**config.mk**
```make
export PLATFORM = sky130hd
export DESIGN_NAME = priority_thread_scheduler_top_flat
export DESIGN_NICKNAME = d
export VERILOG_FILES = /design/src/hdl/pts_pkg.sv /design/src/hdl/pts_in_if.sv /design/src/hdl/pts_out_if.sv /design/src/hdl/pts_step_unit.sv /design/src/hdl/pts_table.sv /design/src/hdl/pts_ctrl.sv /design/src/hdl/priority_thread_scheduler_top.sv /design/src/flat_wrapper.sv
export SDC_FILE = /design/constraint.sdc
export NUM_CORES = 1
export LEC_CHECK = 0
export ABC_AREA = 0
export BUFFER_PORTS_ARGS = -buffer_cell sky130_fd_sc_hd__buf_2
export CAP_MARGIN = 20
export CORE_MARGIN = 2
export CORE_UTILIZATION = 31
export DETAILED_ROUTE_END_ITERATION = 10
export GPL_TIMING_DRIVEN = 1
export PLACE_DENSITY = 0.51
export SLEW_MARGIN = 20
export SYNTH_ARGS = -nofsm -noshare
export SYNTH_HDL_FRONTEND = slang
export SYNTH_HIERARCHICAL = 1
export SYNTH_SLANG_ARGS = --single-unit
```
**constraint.sdc**
```tcl
create_clock -name clk -period 6.2 [get_ports clk]
set_clock_uncertainty 0.1 [all_clocks]
set_input_delay 0.62 -clock clk [delete_from_list [all_inputs] [get_ports clk]]
set_output_delay 0.62 -clock clk [all_outputs]
set_load 0.02 [all_outputs]
```
**src/hdl/pts_pkg.sv**
```systemverilog
package pts_pkg;

    localparam int MAX_ENTRIES_DEF = 8;
    localparam int COUNT_OUT_W = 4;
    localparam logic [31:0] NO_SLEEP = 32'hFFFF_FFFF;

    typedef enum logic [2:0] {
        CMD_ADD     = 3'd0,
        CMD_REMOVE  = 3'd1,
        CMD_TICK    = 3'd2,
        CMD_RESCHED = 3'd3,
        CMD_COMMIT  = 3'd4
    } cmd_t;

    typedef enum logic [1:0] {
        TS_READY    = 2'd0,
        TS_RUNNING  = 2'd1,
        TS_SLEEPING = 2'd2,
        TS_BLOCKED  = 2'd3
    } tstate_t;

    typedef struct packed {
        logic [7:0]  id;
        logic [7:0]  prio;
        tstate_t     state;
        logic [31:0] sleep;
    } entry_t;

    typedef enum logic [1:0] {
        TBL_HOLD,
        TBL_INSERT,
        TBL_ROTATE,
        TBL_DELETE
    } tbl_op_t;

    typedef struct packed {
        tbl_op_t op;
        entry_t  ins;
        entry_t  upd;
    } tbl_ctrl_t;

    typedef struct packed {
        entry_t upd;
        logic   take;
        logic   lower;
        logic   match;
    } step_out_t;

    typedef enum logic [2:0] {
        S_IDLE,
        S_FIND,
        S_DELETE,
        S_WALK,
        S_FINISH
    } state_t;

    typedef struct packed {
        logic [7:0]             next_id;
        logic                   next_valid;
        logic                   switch_needed;
        logic [7:0]             current_id;
        logic [31:0]            min_sleep_count;
        logic [63:0]            clock_ticks;
        logic                   table_full;
        logic [COUNT_OUT_W-1:0] entry_count;
    } result_t;

endpackage

```
**src/hdl/pts_in_if.sv**
```systemverilog
interface pts_in_if;
    logic        valid;
    logic        ready;
    logic [2:0]  command;
    logic [7:0]  thread_id;
    logic [7:0]  priority_req;
    logic [1:0]  thread_state;
    logic [31:0] sleep_count;

    modport source (
        output valid, command, thread_id, priority_req, thread_state, sleep_count,
        input  ready
    );

    modport sink (
        input  valid, command, thread_id, priority_req, thread_state, sleep_count,
        output ready
    );
endinterface

```
**src/hdl/pts_out_if.sv**
```systemverilog
interface pts_out_if;
    logic                            valid;
    logic                            ready;
    logic [7:0]                      next_id;
    logic                            next_valid;
    logic                            switch_needed;
    logic [7:0]                      current_id;
    logic [31:0]                     min_sleep_count;
    logic [63:0]                     clock_ticks;
    logic                            table_full;
    logic [pts_pkg::COUNT_OUT_W-1:0] entry_count;

    modport source (
        output valid, next_id, next_valid, switch_needed, current_id,
               min_sleep_count, clock_ticks, table_full, entry_count,
        input  ready
    );

    modport sink (
        input  valid, next_id, next_valid, switch_needed, current_id,
               min_sleep_count, clock_ticks, table_full, entry_count,
        output ready
    );
endinterface

```
**src/hdl/pts_step_unit.sv**
```systemverilog
module pts_step_unit (
    input  pts_pkg::entry_t    head,
    input  logic               in_range,
    input  logic               do_tick,
    input  logic               found,
    input  logic [7:0]         best,
    input  logic [31:0]        min_val,
    input  logic [7:0]         match_id,
    output pts_pkg::step_out_t result
);

    pts_pkg::entry_t upd;

    always_comb
    begin
        upd = head;
        // countdown and wake of a sleeping entry on tick
        if (do_tick && in_range && head.state == pts_pkg::TS_SLEEPING)
        begin
            if (head.sleep != 32'd0)
            begin
                upd.sleep = head.sleep - 32'd1;
            end
            if (upd.sleep == 32'd0)
            begin
                upd.state = pts_pkg::TS_READY;
            end
        end
    end

    always_comb
    begin
        result.upd   = upd;
        // >= so that a later entry wins a tie
        result.take  = in_range
                       && (upd.state == pts_pkg::TS_READY || upd.state == pts_pkg::TS_RUNNING)
                       && (!found || upd.prio >= best);
        result.lower = in_range && upd.state == pts_pkg::TS_SLEEPING && upd.sleep < min_val;
        result.match = in_range && head.id == match_id;
    end

endmodule

```
**src/hdl/pts_table.sv**
```systemverilog
module pts_table #(
    parameter int MAX_ENTRIES = pts_pkg::MAX_ENTRIES_DEF
) (
    input  logic                           clk,
    input  logic                           rst_n,
    input  pts_pkg::tbl_ctrl_t             ctrl,
    input  logic [$clog2(MAX_ENTRIES)-1:0] del_idx,
    output pts_pkg::entry_t                head
);

    localparam int IDX_W = $clog2(MAX_ENTRIES);

    pts_pkg::entry_t slot_reg  [MAX_ENTRIES];
    pts_pkg::entry_t slot_next [MAX_ENTRIES];

    always_comb
    begin
        for (int j = 0; j < MAX_ENTRIES; j++)
        begin
            slot_next[j] = slot_reg[j];
        end
        case (ctrl.op)
            pts_pkg::TBL_INSERT:
            begin
                slot_next[0] = ctrl.ins;
                for (int j = 1; j < MAX_ENTRIES; j++)
                begin
                    slot_next[j] = slot_reg[j-1];
                end
            end
            pts_pkg::TBL_ROTATE:
            begin
                // the step unit sees slot 0; its updated copy goes in at the back
                for (int j = 0; j < MAX_ENTRIES - 1; j++)
                begin
                    slot_next[j] = slot_reg[j+1];
                end
                slot_next[MAX_ENTRIES-1] = ctrl.upd;
            end
            pts_pkg::TBL_DELETE:
            begin
                for (int j = 0; j < MAX_ENTRIES - 1; j++)
                begin
                    if (IDX_W'(j) >= del_idx)
                    begin
                        slot_next[j] = slot_reg[j+1];
                    end
                end
            end
            default:
            begin
            end
        endcase
    end

    always_ff @(posedge clk or negedge rst_n)
    begin
        if (!rst_n)
        begin
            // all zero is the idle thread in slot 0
            for (int j = 0; j < MAX_ENTRIES; j++)
            begin
                slot_reg[j] <= '0;
            end
        end
        else
        begin
            for (int j = 0; j < MAX_ENTRIES; j++)
            begin
                slot_reg[j] <= slot_next[j];
            end
        end
    end

    assign head = slot_reg[0];

endmodule

```
**src/hdl/pts_ctrl.sv**
```systemverilog
module pts_ctrl #(
    parameter int MAX_ENTRIES = pts_pkg::MAX_ENTRIES_DEF
) (
    input  logic                           clk,
    input  logic                           rst_n,
    input  logic                           in_valid,
    output logic                           in_ready,
    input  logic [2:0]                     command,
    input  logic [7:0]                     thread_id,
    input  logic [7:0]                     priority_req,
    input  logic [1:0]                     thread_state,
    input  logic [31:0]                    sleep_count,
    output logic                           res_valid,
    input  logic                           res_ready,
    output pts_pkg::result_t               res,
    input  pts_pkg::entry_t                head,
    output pts_pkg::tbl_ctrl_t             tbl,
    output logic [$clog2(MAX_ENTRIES)-1:0] del_idx
);

    localparam int IDX_W = $clog2(MAX_ENTRIES);
    localparam int CNT_W = $clog2(MAX_ENTRIES + 1);
    localparam logic [IDX_W-1:0] LAST_STEP = IDX_W'(MAX_ENTRIES - 1);
    localparam logic [CNT_W-1:0] FULL_COUNT = CNT_W'(MAX_ENTRIES);

    pts_pkg::state_t state_reg, state_next;
    logic [2:0]       cmd_reg, cmd_next;
    logic [7:0]       id_reg, id_next;
    logic [IDX_W-1:0] step_reg, step_next;
    logic             found_reg, found_next;
    logic [7:0]       best_reg, best_next;
    logic [7:0]       pick_reg, pick_next;
    logic [31:0]      acc_min_reg, acc_min_next;
    logic             del_found_reg, del_found_next;
    logic [IDX_W-1:0] del_idx_reg, del_idx_next;
    logic [CNT_W-1:0] count_reg, count_next;
    logic [7:0]       current_reg, current_next;
    logic [7:0]       chosen_id_reg, chosen_id_next;
    logic             chosen_valid_reg, chosen_valid_next;
    logic [31:0]      min_sleep_reg, min_sleep_next;
    logic [63:0]      clock_reg, clock_next;
    logic             refused_reg, refused_next;
    logic             res_valid_reg, res_valid_next;
    pts_pkg::result_t res_reg, res_next;

    logic                                    accept;
    logic                                    full;
    logic                                    in_range;
    logic                                    last;
    logic                                    walk_tick;
    logic                                    pick_cmd;
    logic                                    out_free;
    logic [CNT_W+pts_pkg::COUNT_OUT_W-1:0]   count_ext;
    pts_pkg::step_out_t                      sout;

    assign accept    = in_valid && state_reg == pts_pkg::S_IDLE;
    assign full      = count_reg == FULL_COUNT;
    assign in_range  = CNT_W'(step_reg) < count_reg;
    assign last      = step_reg == LAST_STEP;
    assign pick_cmd  = cmd_reg == pts_pkg::CMD_TICK || cmd_reg == pts_pkg::CMD_RESCHED;
    assign walk_tick = state_reg == pts_pkg::S_WALK && cmd_reg == pts_pkg::CMD_TICK;
    assign out_free  = !res_valid_reg || res_ready;
    assign count_ext = {{pts_pkg::COUNT_OUT_W{1'b0}}, count_reg};

    pts_step_unit u_step (
        .head     (head),
        .in_range (in_range),
        .do_tick  (walk_tick),
        .found    (found_reg),
        .best     (best_reg),
        .min_val  (acc_min_reg),
        .match_id (id_reg),
        .result   (sout)
    );

    // next state
    always_comb
    begin
        state_next = state_reg;
        unique case (state_reg)
            pts_pkg::S_IDLE:
            begin
                if (accept)
                begin
                    unique case (pts_pkg::cmd_t'(command)) inside
                        pts_pkg::CMD_ADD:
                        begin
                            state_next = full ? pts_pkg::S_FINISH : pts_pkg::S_WALK;
                        end
                        pts_pkg::CMD_REMOVE:
                        begin
                            state_next = pts_pkg::S_FIND;
                        end
                        pts_pkg::CMD_TICK, pts_pkg::CMD_RESCHED:
                        begin
                            state_next = pts_pkg::S_WALK;
                        end
                        default:
                        begin
                            state_next = pts_pkg::S_FINISH;
                        end
                    endcase
                end
            end
            pts_pkg::S_FIND:
            begin
                if (last)
                begin
                    state_next = (del_found_reg || sout.match) ? pts_pkg::S_DELETE
                                                               : pts_pkg::S_FINISH;
                end
            end
            pts_pkg::S_DELETE:
            begin
                state_next = pts_pkg::S_WALK;
            end
            pts_pkg::S_WALK:
            begin
                if (last)
                begin
                    state_next = pts_pkg::S_FINISH;
                end
            end
            pts_pkg::S_FINISH:
            begin
                if (out_free)
                begin
                    state_next = pts_pkg::S_IDLE;
                end
            end
            default:
            begin
                state_next = pts_pkg::S_IDLE;
            end
        endcase
    end

    // fsm outputs
    always_comb
    begin
        in_ready      = state_reg == pts_pkg::S_IDLE;
        tbl.ins.id    = thread_id;
        tbl.ins.prio  = priority_req;
        tbl.ins.state = pts_pkg::tstate_t'(thread_state);
        tbl.ins.sleep = sleep_count;
        tbl.upd       = sout.upd;
        tbl.op        = pts_pkg::TBL_HOLD;
        unique case (state_reg) inside
            pts_pkg::S_IDLE:
            begin
                if (accept && command == pts_pkg::CMD_ADD && !full)
                begin
                    tbl.op = pts_pkg::TBL_INSERT;
                end
            end
            pts_pkg::S_FIND, pts_pkg::S_WALK:
            begin
                tbl.op = pts_pkg::TBL_ROTATE;
            end
            pts_pkg::S_DELETE:
            begin
                tbl.op = pts_pkg::TBL_DELETE;
            end
            default:
            begin
                tbl.op = pts_pkg::TBL_HOLD;
            end
        endcase
    end

    assign del_idx = del_idx_reg;

    // datapath
    always_comb
    begin
        cmd_next          = cmd_reg;
        id_next           = id_reg;
        step_next         = step_reg;
        found_next        = found_reg;
        best_next         = best_reg;
        pick_next         = pick_reg;
        acc_min_next      = acc_min_reg;
        del_found_next    = del_found_reg;
        del_idx_next      = del_idx_reg;
        count_next        = count_reg;
        current_next      = current_reg;
        chosen_id_next    = chosen_id_reg;
        chosen_valid_next = chosen_valid_reg;
        min_sleep_next    = min_sleep_reg;
        clock_next        = clock_reg;
        refused_next      = refused_reg;
        res_next          = res_reg;
        res_valid_next    = res_valid_reg && !res_ready;

        unique case (state_reg)
            pts_pkg::S_IDLE:
            begin
                step_next      = '0;
                found_next     = 1'b0;
                best_next      = '0;
                pick_next      = '0;
                acc_min_next   = pts_pkg::NO_SLEEP;
                del_found_next = 1'b0;
                if (accept)
                begin
                    cmd_next     = command;
                    id_next      = thread_id;
                    refused_next = 1'b0;
                    case (pts_pkg::cmd_t'(command))
                        pts_pkg::CMD_ADD:
                        begin
                            if (full)
                            begin
                                refused_next = 1'b1;
                            end
                            else
                            begin
                                count_next = count_reg + CNT_W'(1);
                            end
                        end
                        pts_pkg::CMD_TICK:
                        begin
                            clock_next = clock_reg + 64'd1;
                        end
                        pts_pkg::CMD_COMMIT:
                        begin
                            if (chosen_valid_reg)
                            begin
                                current_next = chosen_id_reg;
                            end
                        end
                        default:
                        begin
                        end
                    endcase
                end
            end
            pts_pkg::S_FIND:
            begin
                step_next = step_reg + IDX_W'(1);
                if (sout.match && !del_found_reg)
                begin
                    del_found_next = 1'b1;
                    del_idx_next   = step_reg;
                end
            end
            pts_pkg::S_DELETE:
            begin
                count_next   = count_reg - CNT_W'(1);
                step_next    = '0;
                found_next   = 1'b0;
                best_next    = '0;
                pick_next    = '0;
                acc_min_next = pts_pkg::NO_SLEEP;
            end
            pts_pkg::S_WALK:
            begin
                step_next = step_reg + IDX_W'(1);
                if (sout.take)
                begin
                    found_next = 1'b1;
                    best_next  = sout.upd.prio;
                    pick_next  = sout.upd.id;
                end
                if (sout.lower)
                begin
                    acc_min_next = sout.upd.sleep;
                end
                if (last)
                begin
                    min_sleep_next = (acc_min_next == pts_pkg::NO_SLEEP) ? 32'd0 : acc_min_next;
                    if (pick_cmd)
                    begin
                        chosen_valid_next = found_next;
                        chosen_id_next    = found_next ? pick_next : 8'd0;
                    end
                end
            end
            pts_pkg::S_FINISH:
            begin
                if (out_free)
                begin
                    res_valid_next           = 1'b1;
                    res_next.next_id         = chosen_id_reg;
                    res_next.next_valid      = chosen_valid_reg;
                    res_next.switch_needed   = chosen_valid_reg && chosen_id_reg != current_reg;
                    res_next.current_id      = current_reg;
                    res_next.min_sleep_count = min_sleep_reg;
                    res_next.clock_ticks     = clock_reg;
                    res_next.table_full      = refused_reg;
                    res_next.entry_count     = count_ext[pts_pkg::COUNT_OUT_W-1:0];
                end
            end
            default:
            begin
            end
        endcase
    end

    always_ff @(posedge clk or negedge rst_n)
    begin
        if (!rst_n)
        begin
            state_reg        <= pts_pkg::S_IDLE;
            cmd_reg          <= '0;
            id_reg           <= '0;
            step_reg         <= '0;
            found_reg        <= 1'b0;
            best_reg         <= '0;
            pick_reg         <= '0;
            acc_min_reg      <= pts_pkg::NO_SLEEP;
            del_found_reg    <= 1'b0;
            del_idx_reg      <= '0;
            count_reg        <= CNT_W'(1);
            current_reg      <= '0;
            chosen_id_reg    <= '0;
            chosen_valid_reg <= 1'b0;
            min_sleep_reg    <= '0;
            clock_reg        <= '0;
            refused_reg      <= 1'b0;
            res_valid_reg    <= 1'b0;
        end
        else
        begin
            state_reg        <= state_next;
            cmd_reg          <= cmd_next;
            id_reg           <= id_next;
            step_reg         <= step_next;
            found_reg        <= found_next;
            best_reg         <= best_next;
            pick_reg         <= pick_next;
            acc_min_reg      <= acc_min_next;
            del_found_reg    <= del_found_next;
            del_idx_reg      <= del_idx_next;
            count_reg        <= count_next;
            current_reg      <= current_next;
            chosen_id_reg    <= chosen_id_next;
            chosen_valid_reg <= chosen_valid_next;
            min_sleep_reg    <= min_sleep_next;
            clock_reg        <= clock_next;
            refused_reg      <= refused_next;
            res_valid_reg    <= res_valid_next;
        end
    end

    always_ff @(posedge clk)
    begin
        res_reg <= res_next;
    end

    assign res_valid = res_valid_reg;
    assign res       = res_reg;

endmodule

```
**src/hdl/priority_thread_scheduler_top.sv**
```systemverilog
// Fixed-priority preemptive thread scheduler. Commands arrive as beats on
// sched_cmd and each one returns exactly one result beat on sched_res. The
// thread table is a ring of MAX_ENTRIES slots; every scan rotates it once past
// a single step unit that counts down sleepers, tracks the best ready thread
// and the smallest sleep count. Tick, reschedule and an accepted add scan
// once; a remove that finds its id scans twice, with a delete between the
// scans, and one that misses scans once. Commit, a refused add and unused
// command codes go straight to the result without a scan. A new command is
// taken while the previous result is still held in the output register.
module priority_thread_scheduler_top #(
    parameter int MAX_ENTRIES = pts_pkg::MAX_ENTRIES_DEF
) (
    input  logic       clk,
    input  logic       rst_n,
    pts_in_if.sink     sched_cmd,
    pts_out_if.source  sched_res
);

    localparam int IDX_W = $clog2(MAX_ENTRIES);

    pts_pkg::entry_t    head;
    pts_pkg::tbl_ctrl_t tbl;
    pts_pkg::result_t   res;
    logic [IDX_W-1:0]   del_idx;

    pts_table #(
        .MAX_ENTRIES (MAX_ENTRIES)
    ) u_table (
        .clk     (clk),
        .rst_n   (rst_n),
        .ctrl    (tbl),
        .del_idx (del_idx),
        .head    (head)
    );

    pts_ctrl #(
        .MAX_ENTRIES (MAX_ENTRIES)
    ) u_ctrl (
        .clk          (clk),
        .rst_n        (rst_n),
        .in_valid     (sched_cmd.valid),
        .in_ready     (sched_cmd.ready),
        .command      (sched_cmd.command),
        .thread_id    (sched_cmd.thread_id),
        .priority_req (sched_cmd.priority_req),
        .thread_state (sched_cmd.thread_state),
        .sleep_count  (sched_cmd.sleep_count),
        .res_valid    (sched_res.valid),
        .res_ready    (sched_res.ready),
        .res          (res),
        .head         (head),
        .tbl          (tbl),
        .del_idx      (del_idx)
    );

    assign sched_res.next_id         = res.next_id;
    assign sched_res.next_valid      = res.next_valid;
    assign sched_res.switch_needed   = res.switch_needed;
    assign sched_res.current_id      = res.current_id;
    assign sched_res.min_sleep_count = res.min_sleep_count;
    assign sched_res.clock_ticks     = res.clock_ticks;
    assign sched_res.table_full      = res.table_full;
    assign sched_res.entry_count     = res.entry_count;

endmodule

```
**src/flat_wrapper.sv**
```systemverilog
// flat-port wrapper written by rule: the top's interface ports become plain ports
module priority_thread_scheduler_top_flat 
#(
    parameter int MAX_ENTRIES = pts_pkg::MAX_ENTRIES_DEF
)
  (clk, rst_n, sched_cmd_valid, sched_cmd_command, sched_cmd_thread_id, sched_cmd_priority_req, sched_cmd_thread_state, sched_cmd_sleep_count, sched_cmd_ready, sched_res_valid, sched_res_next_id, sched_res_next_valid, sched_res_switch_needed, sched_res_current_id, sched_res_min_sleep_count, sched_res_clock_ticks, sched_res_table_full, sched_res_entry_count, sched_res_ready);
  pts_in_if sched_cmd_i ();
  pts_out_if sched_res_i ();
  input  logic clk;
  input  logic rst_n;
  input wire logic [$bits(sched_cmd_i.valid)-1:0] sched_cmd_valid;
  input wire logic [$bits(sched_cmd_i.command)-1:0] sched_cmd_command;
  input wire logic [$bits(sched_cmd_i.thread_id)-1:0] sched_cmd_thread_id;
  input wire logic [$bits(sched_cmd_i.priority_req)-1:0] sched_cmd_priority_req;
  input wire logic [$bits(sched_cmd_i.thread_state)-1:0] sched_cmd_thread_state;
  input wire logic [$bits(sched_cmd_i.sleep_count)-1:0] sched_cmd_sleep_count;
  output wire logic [$bits(sched_cmd_i.ready)-1:0] sched_cmd_ready;
  output wire logic [$bits(sched_res_i.valid)-1:0] sched_res_valid;
  output wire logic [$bits(sched_res_i.next_id)-1:0] sched_res_next_id;
  output wire logic [$bits(sched_res_i.next_valid)-1:0] sched_res_next_valid;
  output wire logic [$bits(sched_res_i.switch_needed)-1:0] sched_res_switch_needed;
  output wire logic [$bits(sched_res_i.current_id)-1:0] sched_res_current_id;
  output wire logic [$bits(sched_res_i.min_sleep_count)-1:0] sched_res_min_sleep_count;
  output wire logic [$bits(sched_res_i.clock_ticks)-1:0] sched_res_clock_ticks;
  output wire logic [$bits(sched_res_i.table_full)-1:0] sched_res_table_full;
  output wire logic [$bits(sched_res_i.entry_count)-1:0] sched_res_entry_count;
  input wire logic [$bits(sched_res_i.ready)-1:0] sched_res_ready;
  assign sched_cmd_i.valid = sched_cmd_valid;
  assign sched_cmd_i.command = sched_cmd_command;
  assign sched_cmd_i.thread_id = sched_cmd_thread_id;
  assign sched_cmd_i.priority_req = sched_cmd_priority_req;
  assign sched_cmd_i.thread_state = sched_cmd_thread_state;
  assign sched_cmd_i.sleep_count = sched_cmd_sleep_count;
  assign sched_cmd_ready = sched_cmd_i.ready;
  assign sched_res_valid = sched_res_i.valid;
  assign sched_res_next_id = sched_res_i.next_id;
  assign sched_res_next_valid = sched_res_i.next_valid;
  assign sched_res_switch_needed = sched_res_i.switch_needed;
  assign sched_res_current_id = sched_res_i.current_id;
  assign sched_res_min_sleep_count = sched_res_i.min_sleep_count;
  assign sched_res_clock_ticks = sched_res_i.clock_ticks;
  assign sched_res_table_full = sched_res_i.table_full;
  assign sched_res_entry_count = sched_res_i.entry_count;
  assign sched_res_i.ready = sched_res_ready;
  priority_thread_scheduler_top #(.MAX_ENTRIES(MAX_ENTRIES)) u_core (.clk(clk), .rst_n(rst_n), .sched_cmd(sched_cmd_i), .sched_res(sched_res_i));
endmodule
```
==> summary.md, run 1 <==
| Metric | Value |
|---|---|
| Status | finished, final reports clean |
| Drt wl/cell | 18.9 um |
| Setup TNS Final | 0 ps |
| Antenna violations before repair | 9 |
| Slowest CP cell | nor4b_4 |
| Commonest non-fill, non-tap cell in the layout | dfrtp_1 |
| Routed wire length | 88400 um |
| Dominant synthesized flop cell | dfrtp_1 |
| Initial Util | 0.314 |
| Fin worst setup slack | 524 ps |
| Max cap viols | 0 |
| Slew headroom | 0.310 |
| Worst Path Arrival | 6090 ps |
| Fraction of layout cells with a size suffix above 1 | 0.252 |
| Largest net degree at the start of global routing | 156 |
| H-Tree Depth | 3 |
| Detailed Routing Iterations Pass 1 | 6 |
| DP Worst Slack | 358 ps |
| Remaining antenna violation count | 0 |
| CP max FO | 32 |
| Min-Delay Path Class | primary input to register |
| Critical path required time | 6610 ps |
| CP startpoint kind | register |
| Seq/Total Area, Yosys | 0.527 |
| Placer Congestion | 0.882 |
| Starting DRT DRC Count | 1488 |
| Min cycle time layout | 5680 ps |
| Worst skew pair latency | 650 ps |
| Die W | 339 um |
| Final hold vios | 0 |
| CP Class | register to register |
| Global route overflow | 0 |
| I/O pin total | 178 |
| Sinks on Clock Net | 708 |
| Worst-margin pin slew | 1030 ps |
| Fmax | 0.176 GHz |
| PwrDens | 518 mW/mm^2 |
| Hold_sp | sched_cmd_thread_id[4] |
| Die footprint | 0.115 mm^2 |
| Static leakage | 16.9 nW |
| Worst-path clk slew | 60 ps |
| Final worst-path cycle share | 0.916 |
| RSZ-0062 raised after global routing | false |
| YS warnings | 6 |
| Worst Setup End Kind | register |
| Fin nets | 3238 |
| Cts bufs inserted | 82 |
| FP Rows | 122 |
| Post-CTS Setup Repair Bufs | 0 |
| First-pass GRT wire length | 138000 um |
| Ys async rst share | 0.832 |
| Synthesized area per cell | 11.3 um^2 |
| Clk buf depth | 3 |
| Worst VDD drop | 0.355 mV |
| Vias in the first global route | 22300 |
| RR Startpoint | u_core/u_ctrl/count_reg[1] |
| Clock root buffer | clkbuf_16 |
| Chip height | 339 um |
| Post-DP HPWL | 58200 um |
| Port Buffers | 177 |
| Syn nets | 3184 |
| Via total after detailed routing | 22800 |
| Leading cell types in the layout, fill and taps excluded | dfrtp_1, nor2_1, a21oi_1, mux2_2, mux2i_1 |
| Synthesized area | 0.0348 mm^2 |
| Post-Syn Instances | 3075 |
| Finish-stage setup viols | 0 |
| Seq cells post-synth | 708 |
| Via density per instance | 4.85 |
| TritonCTS clock tree | done |
| Core Footprint | 0.111 mm^2 |
| GRT Overall Usage | 0.152 |
| Post-synth EDFFs | 119 |
| CP max stage delay | 430 ps |
| DRC Markers | 0 |
| Layout area overhead | 13.6% |
| Max reg flops | 350 |
| Worst setup startpoint | u_core/u_ctrl/count_reg[1] |
| Yosys cell types | 82 |
| Final Max Tran Viols | 0 |
-- critical path, delay by kind of cell (launching register included) --
kind / cells / cell delay (ps)
buffers and inverters: 4 / 920
flip-flops: 1 / 410
adder cells (fa/ha/maj): 2 / 570
AO/OA/AOI/OAI: 10 / 1510
XOR/XNOR: 1 / 270
AND/OR/NAND/NOR: 10 / 1740
-- kinds of logic after synthesis --
family,Yosys count,synth area share
buffers and inverters,360,0.0555
and+or+nand+nor,734,0.103
adders and majority gates,52,0.0189
muxes,603,0.185
xor gates and xnor gates,102,0.0259
DFF,708,0.527
AOI/OAI and AO/OA,516,0.0842
-- worst paths after layout --
kind	cells past startpoint	slack (ps)	endpoint
hold reg to reg	0	350	u_core/u_ctrl/res[98]
setup reg to reg	27	520	u_core/u_ctrl/min_sleep_reg[2]
max in group asynchronous	3	4090	u_core/u_table/slot_reg[114]
hold / removal	2	120	u_core/u_ctrl/id_reg[4]
min in group asynchronous	2	540	u_core/u_ctrl/clock_reg[48]
setup / recovery	27	520	u_core/u_ctrl/min_sleep_reg[2]
-- what timing repair did --
action | 4_1_cts | 5_1_grt
hold buffers | 1 | 0
endpoints found under the setup margin | 0 | 64
hold endpoints to repair | 88 | 0
gates resized for setup | 0 | 4
-- per-layer routing --
| layer | track usage | share of wire | vias to the layer above | wire [um] |
|---|---|---|---|---|
| li1 | - | - | 11000 | - |
| met1 | 0.222 | 0.49 | 11200 | 43400 |
| met2 | 0.229 | 0.44 | 477 | 38800 |
| met3 | 0.0289 | 0.049 | 125 | 4370 |
| met4 | 0.0415 | 0.020 | 14 | 1740 |
| met5 | 0 | 0.00094 | - | 83 |
-- power breakdown --
part	leakage [nW]	total, mW	switching, mW	internal, mW
clock	1.28	4.70	2.00	2.70
sequential	7.74	7.64	1.29	6.35
combinational	7.92	8.12	4.31	3.82
-- area by class of cell --
class,count,area (um^2)
clock buffer,120,2300
multi-input combinational,2007,14700
fill,10900,71400
tap,1488,1860
timing repair buffer,269,1780
inverter,61,229
sequential,708,18400
antenna,2,5.00
clock inverter,32,324
-- synthesized netlist by cell type, drive strengths merged (7+ instances only) --
cell | count | area share
nand4 | 50 | 0.0098
a22o | 34 | 0.0086
xor2 | 46 | 0.012
nand3 | 45 | 0.0065
a21o | 9 | 0.0019
nor2 | 370 | 0.040
a21oi | 318 | 0.046
nand2 | 110 | 0.012
mux2 | 324 | 0.10
or2 | 7 | 0.0013
nand2b | 10 | 0.0018
a31oi | 54 | 0.0099
nor4b | 7 | 0.0028
nor2b | 12 | 0.0022
dfrtp | 556 | 0.40
o21ai | 73 | 0.011
or3 | 8 | 0.0014
nor4 | 26 | 0.0055
edfxtp | 119 | 0.10
mux2i | 279 | 0.080
dfstp | 33 | 0.025
xnor2 | 56 | 0.014
o31ai | 8 | 0.0019
buf | 198 | 0.038
inv | 61 | 0.0066
and3 | 16 | 0.0029
ha | 51 | 0.018
nor3 | 41 | 0.0083
and4 | 10 | 0.0026
clkbuf | 101 | 0.011
-- stage by stage --
step	total power, mW	cells	area (um^2)	hold slack, ps	utilization
4_1_cts	20.7	4685	39500	69.3	0.356
5_1_grt	21.9	4685	39500	90.8	0.356
3_3_place_gp	15.8	4532	36900	338	0.332
3_5_place_dp	15.9	4532	36900	339	0.332
6_report	20.5	4687	39500	122	0.356
2_1_floorplan	13.7	3075	34800	224	-
No activity file was read; power rests on OpenSTA's default activity.
==> run 2: changes to the inputs <==
Settings changed: CAP_MARGIN 20 to 5, HOLD_SLACK_MARGIN from default to 0.03, RECOVER_POWER from default to 100.
==> summary.md, run 2 (same netlist as run 1, synthesis figures left out) <==
| Metric | Value |
|---|---|
| Status | finished, violations left (was finished, final reports clean) |
| Failing checks | max-capacitance violations, max-slew violations |
| Largest net degree at the start of global routing | 156 (unchanged) |
| Die W | 339 um (unchanged) |
| Drt wl/cell | 18.9 um (about the same) |
| Slew headroom | -1.24 (was 0.310) |
| Detailed Routing Iterations Pass 1 | 5 (was 6) |
| Static leakage | 16.5 nW (was 16.9 nW) |
| Clk buf depth | 3 (unchanged) |
| Finish-stage setup viols | 0 (unchanged) |
| Initial Util | 0.314 (unchanged) |
| Post-CTS Setup Repair Bufs | 0 (unchanged) |
| Leading cell types in the layout, fill and taps excluded | dfrtp_1, nor2_1, a21oi_1 (was dfrtp_1, nor2_1, a21oi_1, mux2_2, mux2i_1) |
| Vias in the first global route | 22300 (unchanged) |
| Core Footprint | 0.111 mm^2 (unchanged) |
| Fraction of layout cells with a size suffix above 1 | 0.208 (was 0.252) |
| Fill count | 11000 (was 10900) |
| Worst-margin pin slew | 3350 ps (was 1030 ps) |
| GRT Overall Usage | 0.152 (unchanged) |
| Via total after detailed routing | 22800 (about the same) |
| Fin nets | 3238 (unchanged) |
| CP max FO | 50 (was 32) |
| Min cycle time layout | 5710 ps (was 5680 ps) |
| FP Rows | 122 (unchanged) |
| CP Class | register to register (unchanged) |
| Remaining antenna violation count | 0 (unchanged) |
| Routed wire length | 88500 um (was 88400 um) |
| Antenna violations before repair | 9 (unchanged) |
| Post-DP HPWL | 58200 um (unchanged) |
| Register Area | 0.0184 mm^2 (unchanged) |
| Worst skew pair latency | 650 ps (about the same) |
| GR Util met3 | 0.0289 (unchanged) |
| Global route overflow | 0 (unchanged) |
| Worst Setup End Kind | register (unchanged) |
| I/O pin total | 178 (unchanged) |
| First-pass GRT wire length | 138000 um (unchanged) |
| Via density per instance | 4.86 (was 4.85) |
| PwrDens | 521 mW/mm^2 (was 518 mW/mm^2) |
| TritonCTS clock tree | done (unchanged) |
| Layout area overhead | 12.5% (was 13.6%) |
| Starting DRT DRC Count | 1401 (was 1488) |
| Commonest non-fill, non-tap cell in the layout | dfrtp_1 (unchanged) |
| Routing usage on met1 | 0.222 (unchanged) |
| Sinks on Clock Net | 708 (unchanged) |
| Area of the multi-input gates | 0.0146 mm^2 (was 0.0147 mm^2) |
| Max cap viols | 11 (was 0) |
| Worst Path Arrival | 6120 ps (was 6090 ps) |
| Final hold vios | 0 (unchanged) |
| Cts bufs inserted | 82 (unchanged) |
| Final Max Tran Viols | 779 (was 0) |
| Gr busiest metal | met2 (unchanged) |
| Port Buffers | 177 (unchanged) |
| CP startpoint kind | register (unchanged) |
| Fmax | 0.175 GHz (was 0.176 GHz) |
| Clock root buffer | clkbuf_16 (unchanged) |
| DRC Markers | 0 (unchanged) |
| Final Power | 20.4 mW (was 20.5 mW) |
| Placer Congestion | 0.882 (unchanged) |
| Max reg flops | 350 (unchanged) |
| RSZ-0062 raised after global routing | false (unchanged) |
| Die footprint | 0.115 mm^2 (unchanged) |
| Critical path required time | 6610 ps (about the same) |
| Worst-path clk slew | 60 ps (about the same) |
| GRT met2 Usage | 0.229 (unchanged) |
| Fin util | 0.353 (was 0.356) |
| H-Tree Depth | 3 (unchanged) |
| Min-Delay Path Class | primary input to register (unchanged) |
| Setup TNS Final | 0 ps (unchanged) |
| Worst VDD drop | 0.354 mV (was 0.355 mV) |
| Final worst-path cycle share | 0.921 (was 0.916) |
| Chip height | 339 um (unchanged) |
==> run 2: changes by cell type in the layout (fill, tap and decap cells not counted), moves of 4 or more <==
cell,before,now
buf_12,15,9
buf_2,176,56
buf_4,76,66
clkbuf_1,27,155
clkbuf_2,0,4
clkbuf_4,0,5
==> run 2: worst max-delay path: stages, from the launching register on <==
cell and delay, ps:
dfrtp_1 370, clkbuf_1 300, nor4b_4 320, clkbuf_1 710
nand2_1 260, o31ai_1 970, inv_1 240, ha_2 340
a21oi_1 140, clkbuf_2 1340, mux2_2 450
==> run 2: metal layers <==
metal	up-vias	wire, um	part of all wire
met3	124	4450	0.050
met1	11200	43100	0.49
met4	14	1710	0.019
met5	-	90	0.0010
li1	11000	-	-
met2	460	39200	0.44
==> run 2: through the flow <==
stage / setup slack (ps) / hold slack (ps) / instance area (um^2) / instances
final: 488 / 119 / 39100 / 4687
after global routing: 28.5 / 90.7 / 39100 / 4685
after CTS: 319 / 69.3 / 39500 / 4685
after detailed placement: 358 / 339 / 36900 / 4532
after global placement: 381 / 338 / 36900 / 4532
after floorplan: 946 / 224 / 34800 / 3075
==> run 2: where the power goes <==
part           switching, mW  total [mW]  internal, mW
Clock                   2.00        4.70          2.70
Sequential              1.29        7.64          6.35
Combinational           4.28        8.04          3.76
==> run 2: cell type report <==
class / count / share of cell area
diodes: 2 / 0.000128
clock buffers: 120 / 0.0589
clock inverters: 32 / 0.00828
inverters: 61 / 0.00585
multi-input cells: 2007 / 0.372
flip-flops and latches: 708 / 0.469
well taps: 1488 / 0.0476
repair buffers: 269 / 0.0384
==> run 2: worst paths after layout <==
kind                                            start                      endpoint  slack, ps  cells after the start
max reg2reg                u_core/u_ctrl/state_reg[0]       u_core/u_table/head[20]        490                     10
min                            sched_cmd_thread_id[4]       u_core/u_ctrl/id_reg[4]        120                      2
min reg2reg                 u_core/u_ctrl/refused_reg          u_core/u_ctrl/res[4]        350                      0
max in group asynchronous                       rst_n  u_core/u_table/slot_reg[206]       1260                      3
max                        u_core/u_ctrl/state_reg[0]       u_core/u_table/head[20]        490                     10
min in group asynchronous                       rst_n   u_core/u_ctrl/clock_reg[48]       1220                      2
==> run 2: what timing repair did <==
item / in CTS / in global routing
hold buffers: 1 / 0
gates resized for setup: 0 / 4
endpoints found under the setup margin: 0 / 64
hold endpoints to repair: 88 / 0
==> run 3: changes to the inputs <==
Clock period 6.2 ns to 6.9 ns, I/O delays scaled along.
==> summary.md, run 3 (same netlist as run 1, synthesis figures left out) <==
| Metric | Value |
|---|---|
| Metal2 WL | 38500 um (was 39200 um) |
| Worst VDD drop | 0.362 mV (was 0.354 mV) |
| Critical path required time | 7300 ps (was 6610 ps) |
| Fin nets | 3220 (was 3238) |
| Sinks on Clock Net | 708 (unchanged) |
| Final hold vios | 0 (unchanged) |
| TritonCTS clock tree | done (unchanged) |
| Fmax | 0.161 GHz (was 0.175 GHz) |
| Layout area overhead | 12.0% (was 12.5%) |
| Register Area | 0.0184 mm^2 (unchanged) |
| Starting DRT DRC Count | 1594 (was 1401) |
| Fin worst setup slack | 686 ps (was 488 ps) |
| Post-CTS sizing | 0 (unchanged) |
| Worst Path Arrival | 6620 ps (was 6120 ps) |
| CP max stage delay | 420 ps (was 1340 ps) |
| Fraction of layout cells with a size suffix above 1 | 0.203 (was 0.208) |
| Chip height | 339 um (unchanged) |
| Slew headroom | -2.84 (was -1.24) |
| CP startpoint kind | register (unchanged) |
| Die W | 339 um (unchanged) |
| DP Worst Slack | 722 ps (was 358 ps) |
| Port Buffers | 177 (unchanged) |
| Min-Delay Path Class | primary input to register (unchanged) |
| CP max FO | 32 (was 50) |
| Worst Setup End Kind | register (unchanged) |
| Final Power | 18.3 mW (was 20.4 mW) |
| Post-DP HPWL | 57300 um (was 58200 um) |
| Hold_sp | sched_cmd_thread_id[4] (unchanged) |
| Fill count | 11000 (about the same) |
| FP Rows | 122 (unchanged) |
| Final Max Tran Viols | 719 (was 779) |
| Core Footprint | 0.111 mm^2 (unchanged) |
| Clock root buffer | clkbuf_16 (unchanged) |
| Reg2reg path depth | 28 (was 10) |
| Vias in the first global route | 22400 (was 22300) |
| Worst reg-to-reg setup slack | 690 ps (was 490 ps) |
| Global route overflow | 0 (unchanged) |
| Failing checks | max-capacitance violations, max-slew violations (unchanged) |
| Post-Route M1 WL | 43100 um (about the same) |
| Finish-stage setup viols | 0 (unchanged) |
| Detailed Routing Iterations Pass 1 | 5 (unchanged) |
| Slowest CP cell | dfrtp_1 (was clkbuf_2) |
| GRT Overall Usage | 0.151 (was 0.152) |
| Worst skew pair latency | 630 ps (was 650 ps) |
| Routed wire length | 88200 um (was 88500 um) |
| DRC Markers | 0 (unchanged) |
| Clk buf depth | 3 (unchanged) |
| Drt wl/cell | 18.9 um (about the same) |
| I/O pin total | 178 (unchanged) |
| Worst-margin pin slew | 5770 ps (was 3350 ps) |
| Status | finished, violations left (unchanged) |
| Commonest non-fill, non-tap cell in the layout | dfrtp_1 (unchanged) |
| Cts bufs inserted | 80 (was 82) |
| WHS Path Cells | 2 (unchanged) |
| PwrDens | 471 mW/mm^2 (was 521 mW/mm^2) |
| Remaining antenna violation count | 0 (unchanged) |
| Initial Util | 0.314 (unchanged) |
| Via density per instance | 4.87 (was 4.86) |
| H-Tree Depth | 3 (unchanged) |
| Post-layout instance area | 0.0390 mm^2 (was 0.0391 mm^2) |
| Max cap viols | 11 (unchanged) |
| Antenna violations before repair | 14 (was 9) |
| Post-DP Area | 0.0366 mm^2 (was 0.0369 mm^2) |
| RR Startpoint | u_core/u_ctrl/count_reg[1] (was u_core/u_ctrl/state_reg[0]) |
| Top Layer Used | met5 (unchanged) |
| Leading cell types in the layout, fill and taps excluded | dfrtp_1, nor2_1, a21oi_1 (unchanged) |
| Static leakage | 16.4 nW (was 16.5 nW) |
| Via total after detailed routing | 22700 (was 22800) |
| Hold Slack | 215 ps (was 119 ps) |
| Final worst-path cycle share | 0.901 (was 0.921) |
| WL met3 | 4840 um (was 4450 um) |
| Post-CTS Setup Repair Bufs | 0 (unchanged) |
| Placer Congestion | 0.882 (about the same) |
| First-pass GRT wire length | 138000 um (about the same) |
| Die footprint | 0.115 mm^2 (unchanged) |
| Area of the multi-input gates | 0.0145 mm^2 (was 0.0146 mm^2) |
| Max reg flops | 350 (unchanged) |
| Worst reg2reg endpoint | u_core/u_ctrl/min_sleep_reg[2] (was u_core/u_table/head[20]) |
| Largest net degree at the start of global routing | 158 (was 156) |
| Min cycle time layout | 6210 ps (was 5710 ps) |
| Cts hold-fix bufs | 0 (was 1) |
| CP Class | register to register (unchanged) |
| Hold Path End | u_core/u_ctrl/id_reg[4] (unchanged) |
| RSZ-0062 raised after global routing | false (unchanged) |
| Setup TNS Final | 0 ps (unchanged) |
| Worst-path clk slew | 60 ps (about the same) |
run 3: cell types whose count changed in the layout (fill, tap and decap cells not counted), sizes merged:
| cell | before | now |
|---|---|---|
| buf | 131 | 117 |
| dlygate4sd3 | 1 | 0 |
| diode | 2 | 1 |
| clkinvlp | 4 | 2 |
| clkbuf | 257 | 245 |
| clkinv | 20 | 21 |
| bufinv | 2 | 8 |
run 3: cell type report:
class                      count  area share
clock inverter                37      0.0107
sequential                   708       0.471
inverter                      61     0.00588
timing repair buffer         253      0.0334
multi-input combinational   2007       0.373
antenna                        1   0.0000642
clock buffer                 109      0.0578
tap                         1488      0.0478
run 3: per-layer routing:
| metal | track usage | up-vias |
|---|---|---|
| met5 | 0 | - |
| met4 | 0.0394 | 20 |
| met3 | 0.0317 | 134 |
| met2 | 0.230 | 504 |
| met1 | 0.218 | 11100 |
| li1 | - | 10900 |
run 3: critical path: cells and delay by family, from the launching register on:
family | cells | cell delay (ps)
AO/OA/AOI/OAI | 5 | 790
XOR/XNOR | 1 | 140
adder cells (fa/ha/maj) | 2 | 580
buffers and inverters | 4 | 820
flip-flops | 1 | 420
AND/OR/NAND/NOR | 16 | 3230
run 3: stage by stage:
stage,util,instances
detailed placement,0.330,4517
CTS,0.354,4663
floorplan,-,3075
global route,0.351,4663
global placement,0.330,4517
finish,0.351,4664
run 3: worst max-delay path by stage:
stage	from	end	slack (ps)	cells past startpoint
4_1_cts	u_core/u_ctrl/count_reg[1]	u_core/u_ctrl/min_sleep_reg[2]	670	28
3_5_place_dp	u_core/u_ctrl/count_reg[1]	u_core/u_ctrl/min_sleep_reg[2]	720	28
5_1_grt	u_core/u_ctrl/count_reg[0]	u_core/u_ctrl/min_sleep_reg[2]	80	27
2_1_floorplan	u_core/u_ctrl/count_reg[1]	u_core/u_ctrl/min_sleep_reg[0]	1650	27
6_report	u_core/u_ctrl/count_reg[1]	u_core/u_ctrl/min_sleep_reg[2]	690	28
3_3_place_gp	u_core/u_ctrl/count_reg[1]	u_core/u_ctrl/min_sleep_reg[2]	810	28
run 3: where the power goes:
| part | switching [mW] | internal, mW |
|---|---|---|
| Clock | 1.75 | 2.59 |
| Combinational | 3.75 | 3.31 |
| Sequential | 1.24 | 5.71 |
